`config.mk`:
```
export PLATFORM = sky130hd
export DESIGN_NAME = sync_tag_hunt_header_capture
export DESIGN_NICKNAME = d
export VERILOG_FILES = /design/src/sthhc_pkg.sv /design/src/sync_tag_hunt_header_capture.sv
export VERILOG_INCLUDE_DIRS = /design/src /design/src/src
export SDC_FILE = /design/constraint.sdc
export NUM_CORES = 1
export LEC_CHECK = 0
export ABC_AREA = 0
export BUFFER_PORTS_ARGS = -buffer_cell sky130_fd_sc_hd__buf_2
export CAP_MARGIN = 20
export CORE_UTILIZATION = 60
export DETAILED_ROUTE_END_ITERATION = 8
export PLACE_DENSITY = 0.83
export RECOVER_POWER = 100
export SYNTH_ARGS = -nofsm -noshare
export SYNTH_HDL_FRONTEND = slang
export SYNTH_SLANG_ARGS = --single-unit
export TNS_END_PERCENT = 100
```
`constraint.sdc`:
```
create_clock -name clk_i -period 6.82 [get_ports clk_i]
set_clock_uncertainty 0.05 [all_clocks]
set_input_delay 1.023 -clock clk_i [delete_from_list [all_inputs] [get_ports clk_i]]
set_output_delay 1.023 -clock clk_i [all_outputs]
set_load 0.02 [all_outputs]
```
`src/sync_tag_hunt_header_capture_assert.svh`:
```
// ----------------------------------------------------------------------------
// Assertion macros for the sync tag hunter
// Shorthand for clocked assertions that are disabled while reset is active.
// ----------------------------------------------------------------------------
`ifndef SYNC_TAG_HUNT_HEADER_CAPTURE_ASSERT_SVH
`define SYNC_TAG_HUNT_HEADER_CAPTURE_ASSERT_SVH

// Same-cycle implication.
`define STH_ASSERT_NOW(label, ante, cons, msg) \
  label: assert property (@(posedge clk_i) disable iff (!rst_ni) (ante) |-> (cons)) \
    else $error(msg);

// Next-cycle implication.
`define STH_ASSERT_NEXT(label, ante, cons, msg) \
  label: assert property (@(posedge clk_i) disable iff (!rst_ni) (ante) |=> (cons)) \
    else $error(msg);

`endif

```
`src/sthhc_pkg.sv`:
```
// ----------------------------------------------------------------------------
// Sync tag hunter package
// Tag bytes, header length, counter and data widths, result kind and byte order codes.
// ----------------------------------------------------------------------------
`default_nettype none

package sthhc_pkg;

  localparam int unsigned HdrLen   = 12;
  localparam int unsigned HdrLenW  = $clog2(HdrLen + 1);
  localparam int unsigned SkipCntW = 32;

  localparam int unsigned InDataW  = 8;
  localparam int unsigned OutDataW = 48;

  localparam logic [3:0][7:0] TagBytes = {8'h37, 8'h8A, 8'h1F, 8'hD4};

  typedef enum logic [1:0] {
    KindSync    = 2'd0,
    KindHeader  = 2'd1,
    KindEndHunt = 2'd2,
    KindShort   = 2'd3
  } kind_e;

  typedef enum logic [1:0] {
    OrderNone = 2'd0,
    OrderFwd  = 2'd1,
    OrderRev  = 2'd2
  } order_e;

endpackage

`default_nettype wire

```
`src/sync_tag_hunt_header_capture.sv`:
```
// ----------------------------------------------------------------------------
// Sync tag hunter with header capture
// Scans a byte stream for the tag D4 1F 8A 37 in either byte order, then
// passes the following header bytes through.
// ----------------------------------------------------------------------------
// Usage:
//   The slave channel takes one request per stream byte in s_axis_tdata;
//   s_axis_tlast marks an end-of-stream request that carries no byte.
//   The master channel delivers results: m_axis_tuser holds the kind (sync
//   found, header byte, end while hunting, short header), m_axis_tdata the
//   header byte, the order flag and the skip count, and m_axis_tlast marks
//   the last byte of the header.
//   Bytes that do not complete a tag produce no result.
//   A result appears on the master side in the cycle after its request is
//   accepted. One request is taken every cycle unless the receiver stalls;
//   the scan state and the output register are updated together from the
//   incoming byte. When the receiver stalls, the result waits in the output
//   register and s_axis_tready drops until it is taken; a new request is
//   accepted in the same cycle as the waiting result leaves.
//   Reset clears the hunt state and the skip count and empties the output
//   register. An end-of-stream request also restarts the hunt.
// ----------------------------------------------------------------------------
`default_nettype none

`include "sync_tag_hunt_header_capture_assert.svh"

module sync_tag_hunt_header_capture (
  input  wire logic                          clk_i,
  input  wire logic                          rst_ni,
  input  wire logic                          s_axis_tvalid,
  output      logic                          s_axis_tready,
  // [7:0] data_byte
  input  wire logic [sthhc_pkg::InDataW-1:0] s_axis_tdata,
  input  wire logic                          s_axis_tlast,
  output      logic                          m_axis_tvalid,
  input  wire logic                          m_axis_tready,
  // [7:0] header_byte, [8] reversed_order, [40:9] skipped_bytes, [47:41] zero
  output      logic [sthhc_pkg::OutDataW-1:0] m_axis_tdata,
  // [1:0] result_kind
  output      logic [1:0]                    m_axis_tuser,
  output      logic                          m_axis_tlast
);

  import sthhc_pkg::*;

  // Scan state
  logic                in_hdr_q,   in_hdr_d;
  order_e              order_q,    order_d;
  logic [1:0]          tag_cnt_q,  tag_cnt_d;
  logic [HdrLenW-1:0]  hdr_left_q, hdr_left_d;
  logic [SkipCntW-1:0] skip_q,     skip_d;

  // Output register
  logic                out_vld_q,  out_vld_d;
  kind_e               kind_q,     kind_d;
  logic [7:0]          hbyte_q,    hbyte_d;
  logic                rev_q,      rev_d;
  logic [SkipCntW-1:0] oskip_q,    oskip_d;
  logic                olast_q,    olast_d;

  logic                s_acc;
  logic                emit;
  logic                rev_now;
  logic [1:0]          want_idx;
  logic [7:0]          want_byte;
  logic [2:0]          skip_inc;
  logic [SkipCntW:0]   skip_sum;

  assign s_axis_tready = !out_vld_q || m_axis_tready;
  assign s_acc         = s_axis_tvalid && s_axis_tready;
  assign rev_now       = (order_q == OrderRev);

  // Next expected tag byte; reversed order walks the tag from the end.
  assign want_idx  = (order_q == OrderFwd) ? tag_cnt_q : ~tag_cnt_q;
  assign want_byte = TagBytes[want_idx];

  always_comb begin
    in_hdr_d   = in_hdr_q;
    order_d    = order_q;
    tag_cnt_d  = tag_cnt_q;
    hdr_left_d = hdr_left_q;
    skip_d     = skip_q;
    skip_inc   = 3'd0;
    emit       = 1'b0;
    kind_d     = kind_q;
    hbyte_d    = 8'd0;
    rev_d      = 1'b0;
    oskip_d    = '0;
    olast_d    = 1'b0;

    if (s_axis_tlast) begin
      emit       = 1'b1;
      kind_d     = in_hdr_q ? KindShort : KindEndHunt;
      rev_d      = in_hdr_q && rev_now;
      in_hdr_d   = 1'b0;
      order_d    = OrderNone;
      tag_cnt_d  = 2'd0;
      hdr_left_d = '0;
      skip_d     = '0;
    end else if (in_hdr_q) begin
      emit    = 1'b1;
      kind_d  = KindHeader;
      hbyte_d = s_axis_tdata;
      rev_d   = rev_now;
      if (hdr_left_q <= HdrLenW'(1)) begin
        olast_d    = 1'b1;
        in_hdr_d   = 1'b0;
        order_d    = OrderNone;
        tag_cnt_d  = 2'd0;
        hdr_left_d = '0;
        skip_d     = '0;
      end else begin
        hdr_left_d = hdr_left_q - HdrLenW'(1);
      end
    end else if (order_q == OrderNone || tag_cnt_q == 2'd0) begin
      // Looking for the first tag byte.
      if (s_axis_tdata == TagBytes[0]) begin
        order_d   = OrderFwd;
        tag_cnt_d = 2'd1;
      end else if (s_axis_tdata == TagBytes[3]) begin
        order_d   = OrderRev;
        tag_cnt_d = 2'd1;
      end else begin
        order_d   = OrderNone;
        tag_cnt_d = 2'd0;
        skip_inc  = 3'd1;
      end
    end else if (s_axis_tdata != want_byte) begin
      // The partial tag and the mismatching byte all count as skipped.
      skip_inc  = {1'b0, tag_cnt_q} + 3'd1;
      order_d   = OrderNone;
      tag_cnt_d = 2'd0;
    end else if (tag_cnt_q == 2'd3) begin
      emit       = 1'b1;
      kind_d     = KindSync;
      rev_d      = rev_now;
      oskip_d    = skip_q;
      in_hdr_d   = 1'b1;
      tag_cnt_d  = 2'd0;
      hdr_left_d = HdrLenW'(HdrLen);
      skip_d     = '0;
    end else begin
      tag_cnt_d = tag_cnt_q + 2'd1;
    end

    // The skip count saturates at its maximum.
    skip_sum = {1'b0, skip_q} + {{(SkipCntW - 2){1'b0}}, skip_inc};
    if (skip_inc != 3'd0) begin
      skip_d = skip_sum[SkipCntW] ? {SkipCntW{1'b1}} : skip_sum[SkipCntW-1:0];
    end

    out_vld_d = out_vld_q && !m_axis_tready;
    if (s_acc && emit) begin
      out_vld_d = 1'b1;
    end
  end

  always_ff @(posedge clk_i or negedge rst_ni) begin
    if (!rst_ni) begin
      in_hdr_q   <= 1'b0;
      order_q    <= OrderNone;
      tag_cnt_q  <= 2'd0;
      hdr_left_q <= '0;
      skip_q     <= '0;
      out_vld_q  <= 1'b0;
    end else begin
      out_vld_q <= out_vld_d;
      if (s_acc) begin
        in_hdr_q   <= in_hdr_d;
        order_q    <= order_d;
        tag_cnt_q  <= tag_cnt_d;
        hdr_left_q <= hdr_left_d;
        skip_q     <= skip_d;
      end
    end
  end

  always_ff @(posedge clk_i) begin
    if (s_acc && emit) begin
      kind_q  <= kind_d;
      hbyte_q <= hbyte_d;
      rev_q   <= rev_d;
      oskip_q <= oskip_d;
      olast_q <= olast_d;
    end
  end

  assign m_axis_tvalid = out_vld_q;
  assign m_axis_tuser  = kind_q;
  assign m_axis_tlast  = olast_q;
  assign m_axis_tdata  = {(OutDataW - SkipCntW - 9)'(0), oskip_q, rev_q, hbyte_q};

  `STH_ASSERT_NOW(a_hdr_count_range, in_hdr_q,
    (hdr_left_q != '0) && (hdr_left_q <= HdrLenW'(HdrLen)),
    "Header phase with an out-of-range byte count")

  `STH_ASSERT_NEXT(a_end_restarts, s_acc && s_axis_tlast,
    !in_hdr_q && (skip_q == '0) && (order_q == OrderNone),
    "End of stream did not restart the hunt")

  `STH_ASSERT_NOW(a_last_hdr_leaves, out_vld_q && (kind_q == KindHeader) && olast_q,
    !in_hdr_q,
    "Still in the header phase after its last byte")

  `STH_ASSERT_NOW(a_sync_enters_hdr, out_vld_q && (kind_q == KindSync),
    in_hdr_q || !s_axis_tready || (skip_q == '0),
    "Sync result without a fresh hunt or header phase")

endmodule

`default_nettype wire

```
==> results.sh <==
export IMPL_transition_at_the_pin_with_the_smallest_max_transition_slack_ns=2.28
export IMPL_post_cts_resized=0
export IMPL_violations="capacitance limit, slew limit"
export IMPL_layout_commonest_cell="sky130_fd_sc_hd__clkbuf_1"
export IMPL_die_height_microns=87.4
export IMPL_crit_arrival_ns=5.39
export IMPL_drt_first_pass_iters=5
export IMPL_dominantRegCellSynth="sky130_fd_sc_hd__edfxtp_1"
export IMPL_die_area_sq_um=7630
export IMPL_run_status="complete, but fails checks"
export IMPL_detail_route_vias_per_cell=6.07
export IMPL_detailroute_via_count=3376
export IMPL_drt_wl_total_mm=8.93
export IMPL_cts_root_to_sink_buffers=2
export IMPL_drv_cap=2
export IMPL_cts_sinks=86
export IMPL_n_fill_cell=559
export IMPL_ys_warnings_count=0
export IMPL_total_power_mw=1.15
export IMPL_vdd_ir_drop_worst_uv=144
export IMPL_die_width_microns=87.4
export IMPL_clock_fmax_mhz=190
export IMPL_worst_ep_required_time_ns=6.95
export IMPL_grt_first_pass_wirelength_mm=14.6
export IMPL_setup_tns_ns=0
export IMPL_cts_hold_buffers_added=0
export IMPL_cp_end_kind="register"
export IMPL_post_synth_top_area_cell="sky130_fd_sc_hd__edfxtp_1"
export IMPL_post_route_drc_count=0
export IMPL_share_seq_of_total_power_pct=53.9
export IMPL_post_place_cells=540
export IMPL_antenna_found_initial=0
export IMPL_cts_root_buffer="sky130_fd_sc_hd__clkbuf_8"
export IMPL_routedWlPerCell_microns=16.1
export IMPL_hold_worst_slack_ns=0.480
export IMPL_layout_drive_gt1_share_pct=7.17
export IMPL_area_of_the_multi_input_gates_sq_um=1820
export IMPL_diodes_inserted=0
export IMPL_largest_net_degree_at_the_start_of_global_routing=51
export IMPL_grtUsageTotal_pct=25.0
export IMPL_netSwitchingFraction_pct=31.4
export IMPL_synth_async_sr_flop_share_pct=48.8
export IMPL_initial_utilization_pct=63.3
export IMPL_drt_first_iter_violations=288
export IMPL_power_spent_charging_and_discharging_nets_mw=0.362
export IMPL_synth_edf_count=44
export IMPL_stdcell_count=556
export IMPL_cts_repair_timing_setup_buffer_count=0
export IMPL_max_slew_margin_rel_pct=-52.0
export IMPL_synth_sequential_area_ratio_pct=54.3
export IMPL_internal_power_mw=0.790
export IMPL_hpwlAfterDp_mm=5.99
export IMPL_leakagePower_nw=1.86
export IMPL_critPathLaunchType="primary input"
export IMPL_timing_hold_worst_class="reg -> reg"
export IMPL_final_net_count=476
export IMPL_critical_path_max_fanout=11
export IMPL_grt_setup_unrepaired="false"
export IMPL_most_used_cells_in_the_layout_excluding_fill_and_tap_cells="sky130_fd_sc_hd__clkbuf_1, sky130_fd_sc_hd__edfxtp_1, sky130_fd_sc_hd__dfrtp_1"
export IMPL_core_area_sq_um=6910
export IMPL_synth_top_cells_by_area="sky130_fd_sc_hd__edfxtp_1, sky130_fd_sc_hd__dfrtp_1, sky130_fd_sc_hd__and2_1"
export IMPL_yosys_register_bits=86
export IMPL_fin_crit_ns=5.27
export IMPL_synth_area_sq_um=4370
export IMPL_report_final_setup_viol=0
export IMPL_insertion_delay_ns=0.36
export IMPL_final_instance_area_sq_um=4770
export IMPL_worst_setup_path_type="in -> reg"
export IMPL_first_global_vias=3008
export IMPL_yosys_area_top_type_share_pct=30.2
export IMPL_synthesis_area_per_instance_sq_um=10.8
export IMPL_htreeDepth=3
export IMPL_numCtsBuffers=9
export IMPL_power_density_nw_per_um2=242
export IMPL_cts_tree="yes"
export IMPL_post_synthesis_to_final_layout_area_growth_pct=9.07
export IMPL_clock_power_share_pct=28.7
export IMPL_grt_ovfl_total=0
export IMPL_power_combinational_fraction_pct=17.4
export IMPL_ios=66
export IMPL_max_slew_vio_count=63
export IMPL_worst_setup_hold_path_clk_slew_ns=0.09
export IMPL_fin_hold_viols=0
export IMPL_gpl_final_weighted_congestion=0.848
export IMPL_io_buffer_count=58
export IMPL_finalCritPeriodShare_pct=77.2
export IMPL_num_rows=30
export IMPL_yosys_cell_types_count=49
export IMPL_postRouteAntennaNets=0
export IMPL_area_post_placement_sq_um=4690
export IMPL_syn_inst=403
export IMPL_seq_area_sq_um=2370
[logic make-up (layout without fill, tap and decap cells)]
group | after synthesis | count (layout) | synth area share (%)
DFF | 86 | 86 | 54.3
adders and majority gates | 8 | 8 | 2.46
other | 1 | 7 | 0.0858
xor gates and xnor gates | 6 | 6 | 1.20
AOI/OAI and AO/OA | 93 | 93 | 14.6
buffers and inverters | 33 | 84 | 3.95
and+or+nand+nor | 175 | 175 | 23.1
muxes | 1 | 1 | 0.343
[per-stage QoR]
stage	utilization, %	setup slack (ns)
floorplan	-	2.31
global placement	68.0	2.12
detailed placement	68.0	2.01
CTS	70.6	2.38
global route	69.0	1.21
finish	69.0	1.55
[path summary, 6_finish.rpt]
check | from | to | slack, ns | cells past startpoint
worst max-delay path | s_axis_tdata[5] | skip_q[12] | 1.55 | 15
worst max register to register | order_q[0] | skip_q[12] | 1.79 | 14
worst min register to register | skip_q[16] | skip_q[16] | 0.48 | 1
max in group asynchronous | rst_ni | skip_q[28] | 4.13 | 1
min in group asynchronous | rst_ni | skip_q[19] | 1.28 | 1
worst min-delay path | skip_q[16] | skip_q[16] | 0.48 | 1
[state kept, by name (all words and copies together) (netlist names), 2 cells and up]
signal        cells
hdr_left_q        4
hbyte_q           8
skip_q           32
oskip_q          32
tag_cnt_q         2
order_q           2
m_axis_tuser      2
[critical path: stages]
cell	delay, ns
sky130_fd_sc_hd__clkbuf_1	0.14
sky130_fd_sc_hd__nor3b_1	0.22
sky130_fd_sc_hd__nand2_1	0.07
sky130_fd_sc_hd__mux2_1	0.34
sky130_fd_sc_hd__nor3_1	0.51
sky130_fd_sc_hd__nor3_1	0.11
sky130_fd_sc_hd__a21oi_1	0.13
sky130_fd_sc_hd__nor2_1	0.05
sky130_fd_sc_hd__ha_1	0.20
sky130_fd_sc_hd__fa_1	0.41
sky130_fd_sc_hd__a21o_1	0.28
sky130_fd_sc_hd__and4_1	0.31
sky130_fd_sc_hd__and3_1	0.33
sky130_fd_sc_hd__nor3_1	1.02
sky130_fd_sc_hd__a311oi_1	0.25
[per-layer routing]
layer | global-route usage (%) | wire (microns)
met5 | 0 | 0
met2 | 39.1 | 4240
met3 | 3.60 | 560
met1 | 34.9 | 3940
met4 | 11.0 | 182
[layout make-up]
type / count / share of cell area (%)
sequential: 86 / 49.8
multi-input combinational: 290 / 38.2
timing repair buffer: 61 / 5.20
clock buffer: 9 / 2.60
tap: 96 / 2.52
clock inverter: 7 / 1.21
inverter: 7 / 0.551
[power by group through the flow]
| stage | sequential (mW) | clock [mW] | combinational (mW) |
|---|---|---|---|
| finish | 0.621 | 0.330 | 0.201 |
| detailed placement | 0.630 | 0 | 0.210 |
| global placement | 0.627 | 0 | 0.204 |
| CTS | 0.618 | 0.334 | 0.211 |
| global route | 0.627 | 0.351 | 0.220 |
| floorplan | 0.657 | 0 | 0.123 |
[synth_stat cells, drive strengths merged (8+ instances only)]
library cell	count
and4	8
edfxtp	44
nand3	10
nor2	22
a41oi	8
and2	45
clkbuf	10
dfrtp	42
a21oi	23
o21ai	14
and3	17
buf	16
a31oi	11
nand2	32
a311oi	19
nor3	14
No activity file was read; power rests on OpenSTA's default activity.
